$ cat config.mk
export PLATFORM = sky130hd
export DESIGN_NAME = rgb_to_hsv_pixel_flat
export DESIGN_NICKNAME = d
export VERILOG_FILES = /design/src/sv/rgb2hsv_pkg.sv /design/src/sv/rgb2hsv_ifs.sv /design/src/sv/rgb2hsv_prep.sv /design/src/sv/rgb2hsv_div_step.sv /design/src/sv/rgb_to_hsv_pixel.sv /design/src/flat_wrapper.sv
export SDC_FILE = /design/constraint.sdc
export NUM_CORES = 1
export LEC_CHECK = 0
export BUFFER_PORTS_ARGS = -buffer_cell sky130_fd_sc_hd__buf_2
export CAP_MARGIN = 0
export CELL_PAD_IN_SITES_DETAIL_PLACEMENT = 0
export CELL_PAD_IN_SITES_GLOBAL_PLACEMENT = 1
export CORE_MARGIN = 2
export CORE_UTILIZATION = 52
export DETAILED_ROUTE_END_ITERATION = 8
export PLACE_DENSITY_LB_ADDON = 0.25
export SYNTH_ARGS = -nofsm -noshare
export SYNTH_HDL_FRONTEND = slang
export SYNTH_SLANG_ARGS = --single-unit
$ cat constraint.sdc
create_clock -name clk -period 4.4 [get_ports clk]
set_input_delay 0.66 -clock clk [delete_from_list [all_inputs] [get_ports clk]]
set_output_delay 0.66 -clock clk [all_outputs]
set_load 0.01 [all_outputs]
$ cat src/sv/rgb2hsv_pkg.sv
// Shared widths and stage payload types for the RGB to HSV pixel pipeline.
`default_nettype none

package rgb2hsv_pkg;

    // Channel width and the width of the quotients (hue and saturation)
    localparam int CH_W      = 8;
    localparam int DIV_STEPS = CH_W;
    localparam int NUM_W     = 2 * CH_W;

    // One restoring-division lane: partial remainder and the dividend low
    // bits, which fill with quotient bits from the right as the steps go on.
    typedef struct packed {
        logic [CH_W-1:0] rem;
        logic [CH_W-1:0] lowq;
    } lane_t;

    // Payload that travels down the division stages
    typedef struct packed {
        lane_t           hue_lane;
        lane_t           sat_lane;
        logic [CH_W-1:0] delta;
        logic [CH_W-1:0] mx;
        logic            gray;
    } div_stage_t;

endpackage

`default_nettype wire

$ cat src/sv/rgb2hsv_ifs.sv
// Valid/ready channel interfaces for RGB input items and HSV result items.
`default_nettype none

interface rgb2hsv_rgb_if;
    logic                        valid;
    logic                        ready;
    logic [rgb2hsv_pkg::CH_W-1:0] red;
    logic [rgb2hsv_pkg::CH_W-1:0] green;
    logic [rgb2hsv_pkg::CH_W-1:0] blue;

    modport source (output valid, output red, output green, output blue, input ready);
    modport sink   (input valid, input red, input green, input blue, output ready);
endinterface

interface rgb2hsv_hsv_if;
    logic                        valid;
    logic                        ready;
    logic [rgb2hsv_pkg::CH_W-1:0] hue;
    logic [rgb2hsv_pkg::CH_W-1:0] saturation;
    logic [rgb2hsv_pkg::CH_W-1:0] brightness;

    modport source (output valid, output hue, output saturation, output brightness,
                    input ready);
    modport sink   (input valid, input hue, input saturation, input brightness,
                    output ready);
endinterface

`default_nettype wire

$ cat src/sv/rgb2hsv_prep.sv
// First pipeline stage: max, min, delta, hue sector and the two dividends.
`default_nettype none

module rgb2hsv_prep (
    input  wire logic                          clk,
    input  wire logic                          rst_n,
    input  wire logic                          up_valid,
    output logic                               up_ready,
    input  wire logic [rgb2hsv_pkg::CH_W-1:0]  red,
    input  wire logic [rgb2hsv_pkg::CH_W-1:0]  green,
    input  wire logic [rgb2hsv_pkg::CH_W-1:0]  blue,
    output logic                               dn_valid,
    input  wire logic                          dn_ready,
    output rgb2hsv_pkg::div_stage_t            dn_data
);
    import rgb2hsv_pkg::*;

    localparam logic [CH_W-1:0] OFF_RED_WRAP = CH_W'(180);
    localparam logic [CH_W-1:0] OFF_GREEN    = CH_W'(60);
    localparam logic [CH_W-1:0] OFF_BLUE     = CH_W'(120);
    localparam int              PROD_W       = NUM_W + 2;

    logic                     valid_reg;
    div_stage_t               data_reg;
    div_stage_t               data_next;

    logic [CH_W-1:0]          mx;
    logic [CH_W-1:0]          mn;
    logic [CH_W-1:0]          delta;
    logic [CH_W-1:0]          offset;
    logic signed [CH_W+1:0]   n_s;
    logic [NUM_W-1:0]         off_prod;
    logic signed [PROD_W-1:0] num_s;
    logic [NUM_W-1:0]         sat_num;

    // Pick max, min and the hue sector (ties go to red, then green)
    always_comb
    begin
        mx = (red > green) ? red : green;
        if (blue > mx)
        begin
            mx = blue;
        end
        mn = (red < green) ? red : green;
        if (blue < mn)
        begin
            mn = blue;
        end
        delta = mx - mn;

        if (mx == red)
        begin
            n_s    = $signed({2'b00, green}) - $signed({2'b00, blue});
            offset = n_s[CH_W+1] ? OFF_RED_WRAP : '0;
        end
        else if (mx == green)
        begin
            n_s    = $signed({2'b00, blue}) - $signed({2'b00, red});
            offset = OFF_GREEN;
        end
        else
        begin
            n_s    = $signed({2'b00, red}) - $signed({2'b00, green});
            offset = OFF_BLUE;
        end

        // Hue dividend 30*n + offset*delta is never negative and fits NUM_W
        off_prod = NUM_W'(offset) * NUM_W'(delta);
        num_s    = PROD_W'(n_s) * PROD_W'(30) + $signed({2'b00, off_prod});
        // Saturation dividend 255*delta
        sat_num  = {delta, {CH_W{1'b0}}} - NUM_W'(delta);

        data_next.hue_lane.rem  = num_s[NUM_W-1:CH_W];
        data_next.hue_lane.lowq = num_s[CH_W-1:0];
        data_next.sat_lane.rem  = sat_num[NUM_W-1:CH_W];
        data_next.sat_lane.lowq = sat_num[CH_W-1:0];
        data_next.delta         = delta;
        data_next.mx            = mx;
        data_next.gray          = (delta == '0);
    end

    assign up_ready = !valid_reg || dn_ready;

    // Advance the stage whenever it is empty or the next one takes the item
    always_ff @(posedge clk or negedge rst_n)
    begin
        if (!rst_n)
        begin
            valid_reg <= 1'b0;
        end
        else if (up_ready)
        begin
            valid_reg <= up_valid;
        end
    end

    // Load the payload; no reset needed
    always_ff @(posedge clk)
    begin
        if (up_ready && up_valid)
        begin
            data_reg <= data_next;
        end
    end

    assign dn_valid = valid_reg;
    assign dn_data  = data_reg;

endmodule

`default_nettype wire

$ cat src/sv/rgb2hsv_div_step.sv
// One restoring-division stage: retires one quotient bit in both lanes.
`default_nettype none

module rgb2hsv_div_step (
    input  wire logic                clk,
    input  wire logic                rst_n,
    input  wire logic                up_valid,
    output logic                     up_ready,
    input  rgb2hsv_pkg::div_stage_t  up_data,
    output logic                     dn_valid,
    input  wire logic                dn_ready,
    output rgb2hsv_pkg::div_stage_t  dn_data
);
    import rgb2hsv_pkg::*;

    logic       valid_reg;
    div_stage_t data_reg;
    div_stage_t data_next;

    // Shift in the next dividend bit, subtract the divisor when it fits
    function automatic lane_t lane_step(lane_t cur, logic [CH_W-1:0] divisor);
        logic [CH_W:0] trial;
        logic          take;
        lane_t         res;
        trial = {cur.rem, cur.lowq[CH_W-1]};
        take  = (trial >= {1'b0, divisor});
        if (take)
        begin
            trial = trial - {1'b0, divisor};
        end
        res.rem  = trial[CH_W-1:0];
        res.lowq = {cur.lowq[CH_W-2:0], take};
        return res;
    endfunction

    always_comb
    begin
        data_next          = up_data;
        data_next.hue_lane = lane_step(up_data.hue_lane, up_data.delta);
        data_next.sat_lane = lane_step(up_data.sat_lane, up_data.mx);
    end

    assign up_ready = !valid_reg || dn_ready;

    // Advance when empty or when the next stage takes the item
    always_ff @(posedge clk or negedge rst_n)
    begin
        if (!rst_n)
        begin
            valid_reg <= 1'b0;
        end
        else if (up_ready)
        begin
            valid_reg <= up_valid;
        end
    end

    always_ff @(posedge clk)
    begin
        if (up_ready && up_valid)
        begin
            data_reg <= data_next;
        end
    end

    assign dn_valid = valid_reg;
    assign dn_data  = data_reg;

endmodule

`default_nettype wire

$ cat src/sv/rgb_to_hsv_pixel.sv
// Top level of the RGB to HSV pixel converter (8-bit HSV, hue in degrees halved).
// Usage:
//   rgb  - input channel; one item is one 8-bit RGB pixel, taken when
//          valid and ready are both high.
//   hsv  - result channel; one item per pixel, in order: hue 0..179,
//          saturation 0..255, brightness = max(red, green, blue).
// Path: ten registers sit between rgb and hsv, and the accepting edge loads
//   the first: one stage for max/min and the dividends, eight
//   restoring-division stages that each retire one quotient bit of hue and
//   saturation, one output register.
// Throughput: one pixel per clock while hsv.ready is high; every stage holds its own valid bit.
// Stall: when hsv.ready is low the result holds and items pile up behind
//   it; each stage stays open while it or a later stage has a bubble, so
//   rgb.ready drops only once the whole pipeline is full. Nothing is lost
//   or repeated.
// Reset: rst_n clears all valid bits; the payload registers are not reset,
//   and the block is ready for an item in the first cycle after reset.
`default_nettype none

module rgb_to_hsv_pixel (
    input  wire logic     clk,
    input  wire logic     rst_n,
    rgb2hsv_rgb_if.sink   rgb,
    rgb2hsv_hsv_if.source hsv
);
    import rgb2hsv_pkg::*;

    logic       st_valid [0:DIV_STEPS];
    logic       st_ready [0:DIV_STEPS];
    div_stage_t st_data  [0:DIV_STEPS];

    logic            out_valid_reg;
    logic [CH_W-1:0] hue_reg;
    logic [CH_W-1:0] sat_reg;
    logic [CH_W-1:0] bri_reg;
    logic            out_ready;

    rgb2hsv_prep u_prep (
        .clk      (clk),
        .rst_n    (rst_n),
        .up_valid (rgb.valid),
        .up_ready (rgb.ready),
        .red      (rgb.red),
        .green    (rgb.green),
        .blue     (rgb.blue),
        .dn_valid (st_valid[0]),
        .dn_ready (st_ready[0]),
        .dn_data  (st_data[0])
    );

    // Chain of division stages, one quotient bit each
    for (genvar k = 0; k < DIV_STEPS; k++)
    begin : g_div
        rgb2hsv_div_step u_step (
            .clk      (clk),
            .rst_n    (rst_n),
            .up_valid (st_valid[k]),
            .up_ready (st_ready[k]),
            .up_data  (st_data[k]),
            .dn_valid (st_valid[k+1]),
            .dn_ready (st_ready[k+1]),
            .dn_data  (st_data[k+1])
        );
    end

    assign out_ready               = !out_valid_reg || hsv.ready;
    assign st_ready[DIV_STEPS]     = out_ready;

    // Hold the result until the receiver takes it
    always_ff @(posedge clk or negedge rst_n)
    begin
        if (!rst_n)
        begin
            out_valid_reg <= 1'b0;
        end
        else if (out_ready)
        begin
            out_valid_reg <= st_valid[DIV_STEPS];
        end
    end

    // Drop the quotients to zero for gray and black pixels
    always_ff @(posedge clk)
    begin
        if (out_ready && st_valid[DIV_STEPS])
        begin
            hue_reg <= st_data[DIV_STEPS].gray ? '0 : st_data[DIV_STEPS].hue_lane.lowq;
            sat_reg <= st_data[DIV_STEPS].gray ? '0 : st_data[DIV_STEPS].sat_lane.lowq;
            bri_reg <= st_data[DIV_STEPS].mx;
        end
    end

    assign hsv.valid      = out_valid_reg;
    assign hsv.hue        = hue_reg;
    assign hsv.saturation = sat_reg;
    assign hsv.brightness = bri_reg;

endmodule

`default_nettype wire

$ cat src/flat_wrapper.sv
// flat-port wrapper written by rule: the top's interface ports become plain ports
module rgb_to_hsv_pixel_flat import rgb2hsv_pkg::*;
  (clk, rst_n, rgb_valid, rgb_red, rgb_green, rgb_blue, rgb_ready, hsv_valid, hsv_hue, hsv_saturation, hsv_brightness, hsv_ready);
  rgb2hsv_rgb_if rgb_i ();
  rgb2hsv_hsv_if hsv_i ();
  input  wire logic clk;
  input  wire logic rst_n;
  input wire logic [$bits(rgb_i.valid)-1:0] rgb_valid;
  input wire logic [$bits(rgb_i.red)-1:0] rgb_red;
  input wire logic [$bits(rgb_i.green)-1:0] rgb_green;
  input wire logic [$bits(rgb_i.blue)-1:0] rgb_blue;
  output wire logic [$bits(rgb_i.ready)-1:0] rgb_ready;
  output wire logic [$bits(hsv_i.valid)-1:0] hsv_valid;
  output wire logic [$bits(hsv_i.hue)-1:0] hsv_hue;
  output wire logic [$bits(hsv_i.saturation)-1:0] hsv_saturation;
  output wire logic [$bits(hsv_i.brightness)-1:0] hsv_brightness;
  input wire logic [$bits(hsv_i.ready)-1:0] hsv_ready;
  assign rgb_i.valid = rgb_valid;
  assign rgb_i.red = rgb_red;
  assign rgb_i.green = rgb_green;
  assign rgb_i.blue = rgb_blue;
  assign rgb_ready = rgb_i.ready;
  assign hsv_valid = hsv_i.valid;
  assign hsv_hue = hsv_i.hue;
  assign hsv_saturation = hsv_i.saturation;
  assign hsv_brightness = hsv_i.brightness;
  assign hsv_i.ready = hsv_ready;
  rgb_to_hsv_pixel u_core (.clk(clk), .rst_n(rst_n), .rgb(rgb_i), .hsv(hsv_i));
endmodule
==> flow_summary.json <==
{
  "synth_most_common_cell": "edfxtp_1",
  "fin_crit_sh_pct": 227,
  "grt_pass1_vias": 17400,
  "wl_per_cell_um": 16.0,
  "cp_max_fo": 5,
  "ys_async_sr_fraction_pct": 2.30,
  "arrival_ns": 10.36,
  "h-tree-depth": 2,
  "synth.distinct_cells": 60,
  "ys_warn_count": 0,
  "slowest_delay_ns": 0.54,
  "fp.coreArea_mm2": 0.0474,
  "ys_ff_latch": 435,
  "place_inst": 3018,
  "grt_max_degree": 48,
  "cpMostUsedCell": "ha_4",
  "netlist_area_mm2": 0.0249,
  "syn_avg_cell_area_um2": 11.7,
  "holdBufCountCts": 0,
  "grtUsageTotal_pct": 20.8,
  "worstSkewPairLatency_ns": 0.54,
  "insertedDiodeCount": 0,
  "yosysTopAreaCell": "edfxtp_1",
  "ys_seq_area_share_pct": 52.4,
  "finClkSkew_ns": 0.00975,
  "path_clk_slew_ns": 0.06,
  "setup_violations": 37,
  "clockRootBuffer": "clkbuf_16",
  "dieWidth_um": 223,
  "violations": "negative setup slack",
  "place_hpwl_um": 38500,
  "worst_pin_slew_ns": 1.14,
  "ioPinCount": 54,
  "start_util_pct": 52.4,
  "largest_register_ffs": 354,
  "port_buffers": 53,
  "slew_viol_final": 0,
  "place_ws_ns": -6.43,
  "area_growth_pct": 23.8,
  "drt-total-wl_um": 50300,
  "via_per_inst": 5.23,
  "relSlewSlack_pct": 23.7,
  "fmax_mhz": 100,
  "setup_ws_ns": -5.57,
  "finalNonFillerCells": 3146,
  "synthDominantCellAreaShare_pct": 51.3,
  "ant_nets": 0,
  "grt_overflow_total": 0,
  "end_kind": "register",
  "synthTopCellsByCount": "425 x edfxtp_1, 356 x inv_1, 232 x ha_1, 156 x o21ai_0, 144 x nand2_1",
  "drtIter0Drc": 798,
  "nets": 2824,
  "cts_inserted_buffers": 43,
  "drive_above_1_share_pct": 24.4,
  "chipHeight_um": 223,
  "hold_viol_final": 0,
  "grt_pass1_wl_um": 83600,
  "clk_path_buf_depth": 3,
  "cts_tree": "yes",
  "drt_first_pass_iters": 5,
  "dieArea_mm2": 0.0496,
  "hp-class": "in -> async",
  "reg2reg_depth": 12,
  "synth-edff-count": 425,
  "drc": 0,
  "antenna_found_initial": 0,
  "synth_area_leaders": "edfxtp_1 51%, ha_1 12%, inv_1 5.4%, fa_1 5.2%, o21ai_0 3.1%",
  "maxCapViolations": 0,
  "worstSetupStartpointType": "input port",
  "crit_type": "in -> reg",
  "cp.required_ns": 4.78,
  "vias": 16500,
  "period_needed_ns": 9.97,
  "syn_inst": 2129,
  "synth_nets": 2454,
  "clock_sinks": 435,
  "cpMaxStageDelayCell": "mux4_2",
  "rsz0062_at_grt": "yes",
  "outcome": "complete, but fails checks",
  "synthFlopType": "edfxtp_1",
  "gp_congestion": 0.907,
  "num_rows": 80
}
layer usage:
layer  vias up  routed length [µm]  global-route usage, %
met3       110                1350                   1.92
met5         -                   0                      0
met4         0                1670                   7.25
met1      7883               20200                   23.9
li1       8190                   -                      -
met2       280               27100                   40.0
critical path, delay by kind of cell:
kind,cells,cell delay [ns]
compound gates,15,3.03
xor+xnor,4,0.70
fa+ha+maj,11,3.68
buf+inv,6,0.39
mux,4,1.23
simple gates,5,0.66
cells in the final DEF (no fill, tap or decap), drive strengths merged, types with 46 or more instances in the layout:
cell type,synthesis,final
buf,5,353
inv,356,357
o21ai,159,159
a21oi,97,97
fa,65,65
nand2,144,144
nor2,99,99
nor2b,73,73
clkbuf,24,50
xor2,46,46
xnor2,62,62
ha,232,232
edfxtp,425,425
through the flow:
stage | area (µm²) | TNS (ns) | util, % | hold WS, ns
2_1_floorplan | 25200 | -82.62 | - | 0.364
3_3_place_gp | 28000 | -104.44 | 58.9 | 0.400
3_5_place_dp | 28000 | -108.70 | 58.9 | 0.405
4_1_cts | 30400 | -72.95 | 64.1 | 0.00558
5_1_grt | 30800 | -84.12 | 64.9 | 0.0187
6_report | 30800 | -77.19 | 64.9 | 0.0112
layout make-up:
type | count | area, µm²
inverters | 356 | 1350
flip-flops and latches | 435 | 13000
well taps | 615 | 769
multi-input cells | 1310 | 11500
clock inverters | 27 | 241
repair buffers | 353 | 2730
clock buffers | 50 | 1140
fillers | 3604 | 16700
path summary, 6_finish.rpt:
check / startpoint / endpoint / slack (ns)
setup / recovery: rgb_green[2] / u_core.u_prep.dn_data[48] / -5.57
hold / removal: rst_n / u_core.hsv.valid / 0.01
setup reg to reg: u_core.g_div[2].u_step.dn_data[2] / u_core.g_div[3].u_step.dn_data[31] / 0.84
hold reg to reg: u_core.g_div[2].u_step.dn_data[18] / u_core.g_div[3].u_step.dn_data[19] / 0.42
max in group asynchronous: rst_n / u_core.g_div[1].u_step.dn_valid / 4.14
min in group clk: rgb_valid / u_core.u_prep.dn_valid / 0.33
logic make-up (layout without fill, tap and decap cells):
logic type	after synthesis	count (layout)	share of synthesized area [%]
flip-flops	435	435	52.4
multiplexers	50	50	2.14
buffers and inverters	385	786	5.88
adder cells (fa/ha/maj)	297	297	16.9
AND/OR/NAND/NOR	445	445	8.76
XOR/XNOR	108	108	3.84
AO/OA/AOI/OAI	409	410	10.1
timing repair:
item                                    4_1_cts  5_1_grt
buffers inserted                             39       23
endpoints found under the setup margin       37       37
endpoints found under the hold margin         0        0
gates cloned                                  1        0
gates resized for setup                     175       51
pin swaps                                    82       68
Power is not shown: default switching activity piles up to over one toggle a cycle in this logic, so the estimate is an artifact.
